File: src/hdl/lru_pkg.sv
// ----------------------------------------------------------------------------
// LRU page replacement package
// Shared constants and word types for the frame cells and the top level.
// ----------------------------------------------------------------------------
package lru_pkg;

    localparam int FRAME_COUNT = 8;
    localparam int PAGE_BITS   = 8;
    localparam int COUNT_BITS  = 16;
    localparam int CFG_BITS    = 4;
    localparam int SLOT_BITS   = (FRAME_COUNT > 1) ? $clog2(FRAME_COUNT) : 1;
    localparam int AGE_BITS    = SLOT_BITS;
    localparam int USE_BITS    = $clog2(FRAME_COUNT + 1);

    localparam logic [AGE_BITS-1:0]   AGE_MAX     = AGE_BITS'(FRAME_COUNT - 1);
    localparam logic [COUNT_BITS-1:0] COUNT_MAX   = '1;
    localparam logic [CFG_BITS-1:0]   CFG_RESET   = CFG_BITS'(4);
    localparam logic [USE_BITS-1:0]   USE_MIN     = USE_BITS'(1);
    localparam logic [USE_BITS-1:0]   USE_MAX     = USE_BITS'(FRAME_COUNT);

    typedef struct packed {
        logic [PAGE_BITS-1:0] page;
        logic                 last_ref;
    } lru_req_t;

    typedef struct packed {
        logic                  fault;
        logic [SLOT_BITS-1:0]  frame_slot;
        logic [COUNT_BITS-1:0] fault_count;
        logic                  string_done;
    } lru_rsp_t;

    // Search results passed from one cell to the next.
    typedef struct packed {
        logic                 hit_found;
        logic [SLOT_BITS-1:0] hit_idx;
        logic [AGE_BITS-1:0]  hit_age;
        logic                 empty_found;
        logic [SLOT_BITS-1:0] empty_idx;
        logic [AGE_BITS-1:0]  max_age;
        logic [SLOT_BITS-1:0] max_idx;
    } lru_chain_t;

    // Update command broadcast to every cell.
    typedef struct packed {
        logic                 active;
        logic                 clear;
        logic                 hit;
        logic                 empty;
        logic [SLOT_BITS-1:0] slot;
        logic [AGE_BITS-1:0]  ref_age;
    } lru_upd_t;

endpackage

File: src/hdl/lru_page_replacement.sv
// ----------------------------------------------------------------------------
// LRU page replacement
// Fully associative frame set with least recently used replacement, built as
// a row of frame cells joined by a priority search chain.
// ----------------------------------------------------------------------------
// A page reference word is taken on req at a rising edge where start is high
// and busy is low. busy then stays high while the cell row
// searches for the page, picks a hit, empty or victim frame and updates the
// ranks. In the following cycle done is high for exactly one cycle and result
// carries the fault flag, the frame slot, the running fault count and the end
// of string mark. The receiver cannot stall, so every result word must be
// taken in that cycle. A new reference is not accepted while busy is high,
// and the search runs through all frame cells while busy is high.
// cfg_we with cfg_data sets the number of frames in use; write it only while
// idle. Reset empties all frames, clears the fault count and sets the number
// of frames in use to four. A reference marked as last clears the frames and
// the count once its result is produced.
// ----------------------------------------------------------------------------
module lru_page_replacement
    import lru_pkg::*;
(
    input  logic                clk,
    input  logic                rst_n,
    input  logic                start,
    output logic                busy,
    input  lru_req_t            req,
    input  logic                cfg_we,
    input  logic [CFG_BITS-1:0] cfg_data,
    output logic                done,
    output lru_rsp_t            result
);

    logic                  busy_reg,   busy_next;
    logic                  done_reg,   done_next;
    lru_req_t              req_reg,    req_next;
    lru_rsp_t              result_reg, result_next;
    logic [COUNT_BITS-1:0] total_reg,  total_next;
    logic [CFG_BITS-1:0]   cfg_reg,    cfg_next;

    logic [USE_BITS-1:0]    used;
    lru_chain_t             chain [FRAME_COUNT+1];
    lru_chain_t             found;
    lru_upd_t               upd;
    logic [FRAME_COUNT-1:0] valid_vec;
    logic [COUNT_BITS-1:0]  count_new;

    always_comb
    begin
        if (cfg_reg == '0)
            used = USE_MIN;
        else if (USE_BITS'(cfg_reg) > USE_MAX)
            used = USE_MAX;
        else
            used = USE_BITS'(cfg_reg);
    end

    assign chain[0] = '0;
    assign found    = chain[FRAME_COUNT];

    genvar i;
    generate
        for (i = 0; i < FRAME_COUNT; i++)
        begin : g_cell
            lru_cell u_cell
            (
                .clk       (clk),
                .rst_n     (rst_n),
                .cell_idx  (SLOT_BITS'(i)),
                .used      (used),
                .page      (req_reg.page),
                .chain_in  (chain[i]),
                .chain_out (chain[i+1]),
                .upd       (upd),
                .valid     (valid_vec[i])
            );
        end
    endgenerate

    always_comb
    begin
        upd.active = busy_reg;
        upd.clear  = req_reg.last_ref;
        upd.hit    = found.hit_found;
        upd.empty  = !found.hit_found && found.empty_found;
        if (found.hit_found)
        begin
            upd.slot    = found.hit_idx;
            upd.ref_age = found.hit_age;
        end
        else if (found.empty_found)
        begin
            upd.slot    = found.empty_idx;
            upd.ref_age = '0;
        end
        else
        begin
            upd.slot    = found.max_idx;
            upd.ref_age = found.max_age;
        end
    end

    always_comb
    begin
        if (!found.hit_found && total_reg != COUNT_MAX)
            count_new = total_reg + COUNT_BITS'(1);
        else
            count_new = total_reg;
    end

    always_comb
    begin
        busy_next   = busy_reg;
        done_next   = 1'b0;
        req_next    = req_reg;
        result_next = result_reg;
        total_next  = total_reg;
        cfg_next    = cfg_reg;
        if (cfg_we)
            cfg_next = cfg_data;
        if (busy_reg)
        begin
            busy_next               = 1'b0;
            done_next               = 1'b1;
            result_next.fault       = !found.hit_found;
            result_next.frame_slot  = upd.slot;
            result_next.fault_count = count_new;
            result_next.string_done = req_reg.last_ref;
            total_next              = req_reg.last_ref ? '0 : count_new;
        end
        else if (start)
        begin
            busy_next = 1'b1;
            req_next  = req;
        end
    end

    always_ff @(posedge clk or negedge rst_n)
    begin
        if (!rst_n)
        begin
            busy_reg  <= 1'b0;
            done_reg  <= 1'b0;
            total_reg <= '0;
            cfg_reg   <= CFG_RESET;
        end
        else
        begin
            busy_reg  <= busy_next;
            done_reg  <= done_next;
            total_reg <= total_next;
            cfg_reg   <= cfg_next;
        end
    end

    always_ff @(posedge clk)
    begin
        req_reg    <= req_next;
        result_reg <= result_next;
    end

    assign busy   = busy_reg;
    assign done   = done_reg;
    assign result = result_reg;

    a_busy_done: assert property (@(posedge clk) disable iff (!rst_n)
        busy_reg |=> done_reg)
        else $error("busy word did not complete in one cycle");

    a_done_idle: assert property (@(posedge clk) disable iff (!rst_n)
        done_reg |-> !busy_reg)
        else $error("result strobe while still busy");

    a_clear: assert property (@(posedge clk) disable iff (!rst_n)
        (done_reg && result_reg.string_done) |-> (valid_vec == '0 && total_reg == '0))
        else $error("frames not cleared after end of string");

    a_slot_valid: assert property (@(posedge clk) disable iff (!rst_n)
        (done_reg && !result_reg.string_done) |-> valid_vec[result_reg.frame_slot])
        else $error("reported frame does not hold a valid page");

    a_fault_count: assert property (@(posedge clk) disable iff (!rst_n)
        (done_reg && result_reg.fault) |-> (result_reg.fault_count != '0))
        else $error("fault reported with zero fault count");

endmodule

File: src/hdl/lru_cell.sv
// ----------------------------------------------------------------------------
// LRU frame cell
// Holds one frame's tag, valid mark and recency rank, extends the search
// chain from its left neighbor and applies the broadcast update.
// ----------------------------------------------------------------------------
module lru_cell
    import lru_pkg::*;
(
    input  logic                 clk,
    input  logic                 rst_n,
    input  logic [SLOT_BITS-1:0] cell_idx,
    input  logic [USE_BITS-1:0]  used,
    input  logic [PAGE_BITS-1:0] page,
    input  lru_chain_t           chain_in,
    output lru_chain_t           chain_out,
    input  lru_upd_t             upd,
    output logic                 valid
);

    logic [PAGE_BITS-1:0] tag_reg,   tag_next;
    logic                 valid_reg, valid_next;
    logic [AGE_BITS-1:0]  age_reg,   age_next;
    logic                 in_use;
    logic                 match;
    logic                 own_slot;

    assign in_use   = USE_BITS'(cell_idx) < used;
    assign match    = in_use && valid_reg && (tag_reg == page);
    assign own_slot = (upd.slot == cell_idx);
    assign valid    = valid_reg;

    always_comb
    begin
        chain_out = chain_in;
        if (match && !chain_in.hit_found)
        begin
            chain_out.hit_found = 1'b1;
            chain_out.hit_idx   = cell_idx;
            chain_out.hit_age   = age_reg;
        end
        if (in_use && !valid_reg && !chain_in.empty_found)
        begin
            chain_out.empty_found = 1'b1;
            chain_out.empty_idx   = cell_idx;
        end
        if (in_use && (age_reg > chain_in.max_age))
        begin
            chain_out.max_age = age_reg;
            chain_out.max_idx = cell_idx;
        end
    end

    always_comb
    begin
        tag_next   = tag_reg;
        valid_next = valid_reg;
        age_next   = age_reg;
        if (upd.active)
        begin
            if (upd.clear)
            begin
                valid_next = 1'b0;
                age_next   = '0;
            end
            else if (own_slot)
            begin
                if (!upd.hit)
                begin
                    tag_next   = page;
                    valid_next = 1'b1;
                end
                age_next = '0;
            end
            else if (in_use && valid_reg && (upd.empty || age_reg < upd.ref_age)
                     && age_reg < AGE_MAX)
            begin
                age_next = age_reg + AGE_BITS'(1);
            end
        end
    end

    always_ff @(posedge clk or negedge rst_n)
    begin
        if (!rst_n)
        begin
            valid_reg <= 1'b0;
            age_reg   <= '0;
        end
        else
        begin
            valid_reg <= valid_next;
            age_reg   <= age_next;
        end
    end

    always_ff @(posedge clk)
    begin
        tag_reg <= tag_next;
    end

endmodule

File: config.mk
export PLATFORM = sky130hd
export DESIGN_NAME = lru_page_replacement
export DESIGN_NICKNAME = d
export VERILOG_FILES = /design/src/hdl/lru_pkg.sv /design/src/hdl/lru_page_replacement.sv /design/src/hdl/lru_cell.sv
export SDC_FILE = /design/constraint.sdc
export NUM_CORES = 1
export LEC_CHECK = 0
export BUFFER_PORTS_ARGS = -buffer_cell sky130_fd_sc_hd__buf_2
export CAP_MARGIN = 20
export CORE_MARGIN = 1.5
export CORE_UTILIZATION = 61
export CTS_CLUSTER_DIAMETER = 100
export DETAILED_ROUTE_END_ITERATION = 6
export GPL_ROUTABILITY_DRIVEN = 0
export PLACE_DENSITY = 0.79
export SETUP_SLACK_MARGIN = 0.2
export SYNTH_ARGS = -nofsm -noshare
export SYNTH_HDL_FRONTEND = slang
export SYNTH_SLANG_ARGS = --single-unit
File: constraint.sdc
create_clock -name clk -period 14.5 [get_ports clk]
set_clock_uncertainty 0.1 [all_clocks]
set_input_delay 3.625 -clock clk [delete_from_list [all_inputs] [get_ports clk]]
set_output_delay 3.625 -clock clk [all_outputs]
set_load 0.02 [all_outputs]
==> impl_metrics.env, run 1 <==
export IMPL_outcome="finished, final reports clean"
export IMPL_dieWidth_um=123
export IMPL_boundaryPins=40
export IMPL_clkTransAtPathRegs_ns=0.07
export IMPL_max_freq_mhz=78.6
export IMPL_finalSetupViolCount=0
export IMPL_slew_limit_headroom=0.278
export IMPL_arrival_ns=12.67
export IMPL_hp_class="flop to flop"
export IMPL_fin_crit_ns=12.73
export IMPL_syn_nets=909
export IMPL_post_cts_resized=0
export IMPL_ys_ff_latch=148
export IMPL_largest_reg_flops=64
export IMPL_synth_area_top_cells="edfxtp_1, dfrtp_1, xnor2_1, nand2_1, ha_1"
export IMPL_drtPass1Iterations=5
export IMPL_fin_setup_tns_ns=0
export IMPL_cts_tree="built"
export IMPL_area_delta_synth_final_pct=10.2
export IMPL_synth_distinct_cells=81
export IMPL_post_synth_instance_area_um2=8830
export IMPL_crit_slowest_cell="nor3_1"
export IMPL_p_leak_nw=3.76
export IMPL_cts_root_buf="clkbuf_16"
export IMPL_n_antenna_cell=0
export IMPL_rsz0062_at_grt="no"
export IMPL_dieArea_um2=15200
export IMPL_wl_mm=22.5
export IMPL_synth_edf_count=94
export IMPL_grt_pass1_vias=6983
export IMPL_drc_errors=0
export IMPL_slowest_delay_ns=0.83
export IMPL_antenna_found_initial=0
export IMPL_powerDensity_nw_per_um2=156
export IMPL_htree_levels=4
export IMPL_finalMaxSlewViolations=0
export IMPL_pre_cts_slack_ns=1.36
export IMPL_yosysMostFrequentCell="edfxtp_1"
export IMPL_grt_total_usage=0.313
export IMPL_viasPerCell=6.75
export IMPL_cts_sinks=148
export IMPL_endpoint_kind="flop"
export IMPL_finalPower_mw=1.52
export IMPL_synthArstFlopShare=0.365
export IMPL_wl_per_cell_um=20.7
export IMPL_avgSynthCellArea_um2=10.2
export IMPL_max_cap_violations=0
export IMPL_setup_ws_ns=1.77
export IMPL_yosys_area_top_type="edfxtp_1"
export IMPL_clock_latency_ns=0.44
export IMPL_start_util=0.631
export IMPL_fin_crit_sh=0.878
export IMPL_grt_overflow=0
export IMPL_final_core_util=0.696
export IMPL_critPathLaunchType="flop"
export IMPL_grt_start_max_net_pins=55
export IMPL_drive_above_1_share=0.123
export IMPL_port_buffers=39
export IMPL_core_um2=14000
export IMPL_dpl_hpwl_mm=15.5
export IMPL_tightest_slew_ns=1.07
export IMPL_die_h_um=123
export IMPL_rows=43
export IMPL_cts_hold_buf=0
export IMPL_hold_viol_final=0
export IMPL_cts_made_buffers=17
export IMPL_irDropWorstVdd_uv=115
export IMPL_postCtsSetupBuffers=0
export IMPL_cp_max_fo=12
export IMPL_yosysTopAreaCellShare=0.320
export IMPL_ys_seq_area_frac=0.473
export IMPL_fillers=1018
export IMPL_cts_max_path_buffers=2
export IMPL_route_vias_total=7321
export IMPL_cp_required_ns=14.45
export IMPL_criticalPathCategory="flop to flop"
export IMPL_yosys_warnings=0
export IMPL_multi_input_comb_area_um2=4330
export IMPL_ant_nets=0
export IMPL_nNetsFinal=932
export IMPL_crit_path_frequent_cell="ha_1"
export IMPL_syn_inst=869
export IMPL_grt_pass1_wl_mm=35.8
export IMPL_ys_flop_type="edfxtp_1"
export IMPL_first_iter_violations=1000
export IMPL_synth_commonest_cells="edfxtp_1, nand2_1, nor2_1"
export IMPL_regArea_um2=4180
==> worst max-delay path, delay by kind of cell, from the launching register on <==
kind / cells / cell delay (ns)
multiplexers: 1 / 0.41
AND/OR/NAND/NOR: 18 / 3.65
AO/OA/AOI/OAI: 21 / 4.78
buffers and inverters: 4 / 0.93
adder cells (fa/ha/maj): 7 / 1.96
flip-flops: 1 / 0.48
==> layout by cell type, fill, tap and decap left out, types with 7 or more instances in the layout <==
cell type	instances
nand4_1	18
nor2b_1	9
nor2_1	73
and3_1	9
a22o_1	10
a21oi_1	35
edfxtp_1	94
o21a_1	13
a211oi_1	8
nor4_1	11
mux2_2	9
and2_1	10
a221oi_1	11
mux2i_1	13
xor2_1	23
a21o_1	7
buf_2	42
nand3_1	30
o2111ai_1	7
ha_1	23
nand2_1	86
o21ai_1	8
o21ai_0	28
dfrtp_1	52
a31oi_1	15
clkbuf_16	17
xnor2_1	58
inv_1	32
nor3_1	20
==> cell families (layout without fill, tap and decap cells) <==
logic type	after synthesis	count (layout)	share of synthesized area
AOI/OAI and AO/OA	216	216	0.180
muxes	24	24	0.0288
and+or+nand+nor	300	300	0.169
buffers and inverters	77	112	0.0374
adders and majority gates	23	23	0.0326
xor gates and xnor gates	81	81	0.0803
DFF	148	148	0.473
==> final timing paths <==
| check | cells past startpoint | to | slack [ns] | start |
|---|---|---|---|---|
| setup / recovery | 51 | g_cell[2].u_cell.tag_reg[6]$_DFFE_PP_ | 1.77 | g_cell[0].u_cell.age_reg[2]$_DFFE_PN0P_ |
| hold / removal | 1 | total_reg[1]$_DFFE_PN0P_ | 0.48 | total_reg[1]$_DFFE_PN0P_ |
| setup reg to reg | 51 | g_cell[2].u_cell.tag_reg[6]$_DFFE_PP_ | 1.77 | g_cell[0].u_cell.age_reg[2]$_DFFE_PN0P_ |
| hold reg to reg | 1 | total_reg[1]$_DFFE_PN0P_ | 0.48 | total_reg[1]$_DFFE_PN0P_ |
| max in group asynchronous | 2 | busy$_DFF_PN0_ | 10.55 | rst_n |
| min in group asynchronous | 2 | total_reg[3]$_DFFE_PN0P_ | 3.24 | rst_n |
==> per-stage QoR <==
step | instances | cell area [um^2] | hold slack [ns]
2_1_floorplan | 869 | 8830 | 0.324
3_3_place_gp | 1049 | 9090 | 0.430
3_5_place_dp | 1049 | 9090 | 0.445
4_1_cts | 1080 | 9710 | 0.470
5_1_grt | 1084 | 9730 | 0.479
6_report | 1084 | 9730 | 0.475
==> per-layer routing <==
layer	track usage	up-vias	routed length (um)
met5	0	-	0
met4	0.154	0	848
met3	0.0761	80	2090
met2	0.494	428	10600
met1	0.404	3514	8990
li1	-	3299	-
==> layout make-up <==
class | instances | area share
inverters | 33 | 0.0127
clock inverters | 13 | 0.0202
repair buffers | 48 | 0.0262
multi-input cells | 644 | 0.445
clock buffers | 18 | 0.0441
well taps | 180 | 0.0231
flip-flops and latches | 148 | 0.429
==> power breakdown <==
| part | internal (mW) | switching [mW] |
|---|---|---|
| combinational | 0.189 | 0.307 |
| sequential | 0.490 | 0.0559 |
| clock | 0.290 | 0.184 |
No activity file was read; power rests on OpenSTA's default activity.
==> inputs of run 2 (changes only) <==
BUFFER_PORTS_ARGS = unset   (was -buffer_cell sky130_fd_sc_hd__buf_2)
DONT_BUFFER_PORTS = 1   (was unset)
PLACE_DENSITY = 0.77   (was 0.79)
==> impl_metrics.env, run 2 (synthesized netlist as in run 1, its figures left out) <==
export IMPL_area_delta_synth_final_pct=7.11
export IMPL_p_sw_uw=554
export IMPL_swShare=0.382
export IMPL_clock_latency_ns=0.43
export IMPL_irDropWorstVdd_uv=114
export IMPL_slowest_delay_ns=0.52
export IMPL_holdPathEnd="total_reg[12]$_DFFE_PN0P_"
export IMPL_cts_made_buffers=17
export IMPL_finalMaxSlewViolations=0
export IMPL_endpoint_kind="flop"
export IMPL_cts_max_path_buffers=2
export IMPL_start_util=0.631
export IMPL_outcome="finished, final reports clean"
export IMPL_rows=43
export IMPL_crit_cells=53
export IMPL_nNetsFinal=892
export IMPL_htree_levels=4
export IMPL_final_core_util=0.676
export IMPL_drive_above_1_share=0.0832
export IMPL_boundaryPins=40
export IMPL_cts_hold_buf=0
export IMPL_powerDensity_nw_per_um2=153
export IMPL_layout_common_cells="edfxtp_1, nand2_1, nor2_1"
export IMPL_slew_limit_headroom=0.319
export IMPL_critPathTopFamily="compound AO/OA/AOI/OAI gates"
export IMPL_hold_viol_final=0
export IMPL_fillers=1052
export IMPL_crit_slowest_cell="nor2_1"
export IMPL_wl_mm=21.8
export IMPL_regToRegEndpoint="g_cell[0].u_cell.tag_reg[7]$_DFFE_PP_"
export IMPL_route_vias_total=7113
export IMPL_clkTransAtPathRegs_ns=0.07
export IMPL_die_h_um=123
export IMPL_grt_total_usage=0.306
export IMPL_ant_nets=0
export IMPL_critPathBufInv=4
export IMPL_pre_cts_slack_ns=1.31
export IMPL_grt_overflow=0
export IMPL_drc_errors=0
export IMPL_grt_pass1_vias=6720
export IMPL_dpl_hpwl_mm=15.3
export IMPL_critPathLaunchType="flop"
export IMPL_fin_setup_tns_ns=0
export IMPL_largest_reg_flops=64
export IMPL_min_from="total_reg[12]$_DFFE_PN0P_"
export IMPL_hp_class="flop to flop"
export IMPL_cts_sinks=148
export IMPL_dieArea_um2=15200
export IMPL_n_antenna_cell=0
export IMPL_cp_max_fo=8
export IMPL_r2r_cells=53
export IMPL_finalSetupViolCount=0
export IMPL_port_buffers=0
export IMPL_dieWidth_um=123
export IMPL_setup_ws_ns=1.26
export IMPL_postCtsSetupBuffers=0
export IMPL_rsz0062_at_grt="no"
export IMPL_cts_tree="built"
export IMPL_finalPower_mw=1.45
export IMPL_layout_cells_most_common="edfxtp_1"
export IMPL_wl_per_cell_um=20.9
export IMPL_post_cts_resized=0
export IMPL_tightest_slew_ns=1.01
export IMPL_max_cap_violations=0
export IMPL_first_iter_violations=996
export IMPL_fin_crit_sh=0.913
export IMPL_antenna_found_initial=0
export IMPL_core_um2=14000
export IMPL_combPwrFrac=0.337
export IMPL_drtPass1Iterations=6
export IMPL_intPower_uw=897
export IMPL_viasPerCell=6.81
export IMPL_power_share_sequential=0.381
export IMPL_max_freq_mhz=75.6
export IMPL_fin_crit_ns=13.24
export IMPL_grt_start_max_net_pins=55
export IMPL_hold_path_depth=1
export IMPL_criticalPathCategory="flop to flop"
export IMPL_pwr_share_clk=0.282
export IMPL_p_leak_nw=3.57
export IMPL_arrival_ns=13.20
export IMPL_grt_pass1_wl_mm=35.1
export IMPL_cp_required_ns=14.46
export IMPL_cts_root_buf="clkbuf_16"
export IMPL_reg2reg_setup_slack_ns=1.26
export IMPL_r2r_start="g_cell[0].u_cell.age_reg[0]$_DFFE_PN0P_"
[run 2: cell type report]
type	count	area [um^2]	share of cell area
multi-input combinational	644	4330	0.457
timing repair buffer	8	57.6	0.00608
sequential	148	4180	0.441
inverter	33	124	0.0131
tap	180	225	0.0238
clock buffer	17	425	0.0450
clock inverter	15	125	0.0132
[run 2: per-stage QoR]
| step | instances | instance area (um^2) | hold WS, ns |
|---|---|---|---|
| after detailed placement | 1011 | 8900 | 0.456 |
| final | 1045 | 9460 | 0.473 |
| after CTS | 1043 | 9450 | 0.468 |
| after global placement | 1011 | 8900 | 0.434 |
| after global routing | 1045 | 9460 | 0.501 |
| after floorplan | 869 | 8830 | 0.324 |
[run 2: worst max-delay path by stage]
stage	startpoint	end	slack (ns)
2_1_floorplan	g_cell[0].u_cell.age_reg[0]$_DFFE_PN0P_	g_cell[6].u_cell.tag_reg[0]$_DFFE_PP_	3.41
3_3_place_gp	g_cell[0].u_cell.age_reg[0]$_DFFE_PN0P_	g_cell[4].u_cell.tag_reg[1]$_DFFE_PP_	2.00
3_5_place_dp	g_cell[0].u_cell.age_reg[0]$_DFFE_PN0P_	g_cell[0].u_cell.tag_reg[4]$_DFFE_PP_	1.31
4_1_cts	g_cell[0].u_cell.age_reg[0]$_DFFE_PN0P_	g_cell[0].u_cell.tag_reg[7]$_DFFE_PP_	1.24
5_1_grt	g_cell[0].u_cell.age_reg[0]$_DFFE_PN0P_	g_cell[0].u_cell.tag_reg[2]$_DFFE_PP_	0.34
6_report	g_cell[0].u_cell.age_reg[0]$_DFFE_PN0P_	g_cell[0].u_cell.tag_reg[7]$_DFFE_PP_	1.26
[run 2: power by group through the flow]
stage / Sequential, mW / Clock [mW] / Combinational [mW]
after floorplan: 0.532 / 0 / 0.385
after global routing: 0.557 / 0.431 / 0.538
after CTS: 0.551 / 0.413 / 0.472
after global placement: 0.556 / 0 / 0.441
final: 0.553 / 0.410 / 0.489
after detailed placement: 0.559 / 0 / 0.468
[run 2: per-layer routing]
layer | GRT usage | routed length [um] | up-vias
li1 | - | - | 3209
met3 | 0.0701 | 2110 | 63
met4 | 0.145 | 763 | 0
met5 | 0 | 0 | -
met2 | 0.472 | 10100 | 398
met1 | 0.411 | 8800 | 3443
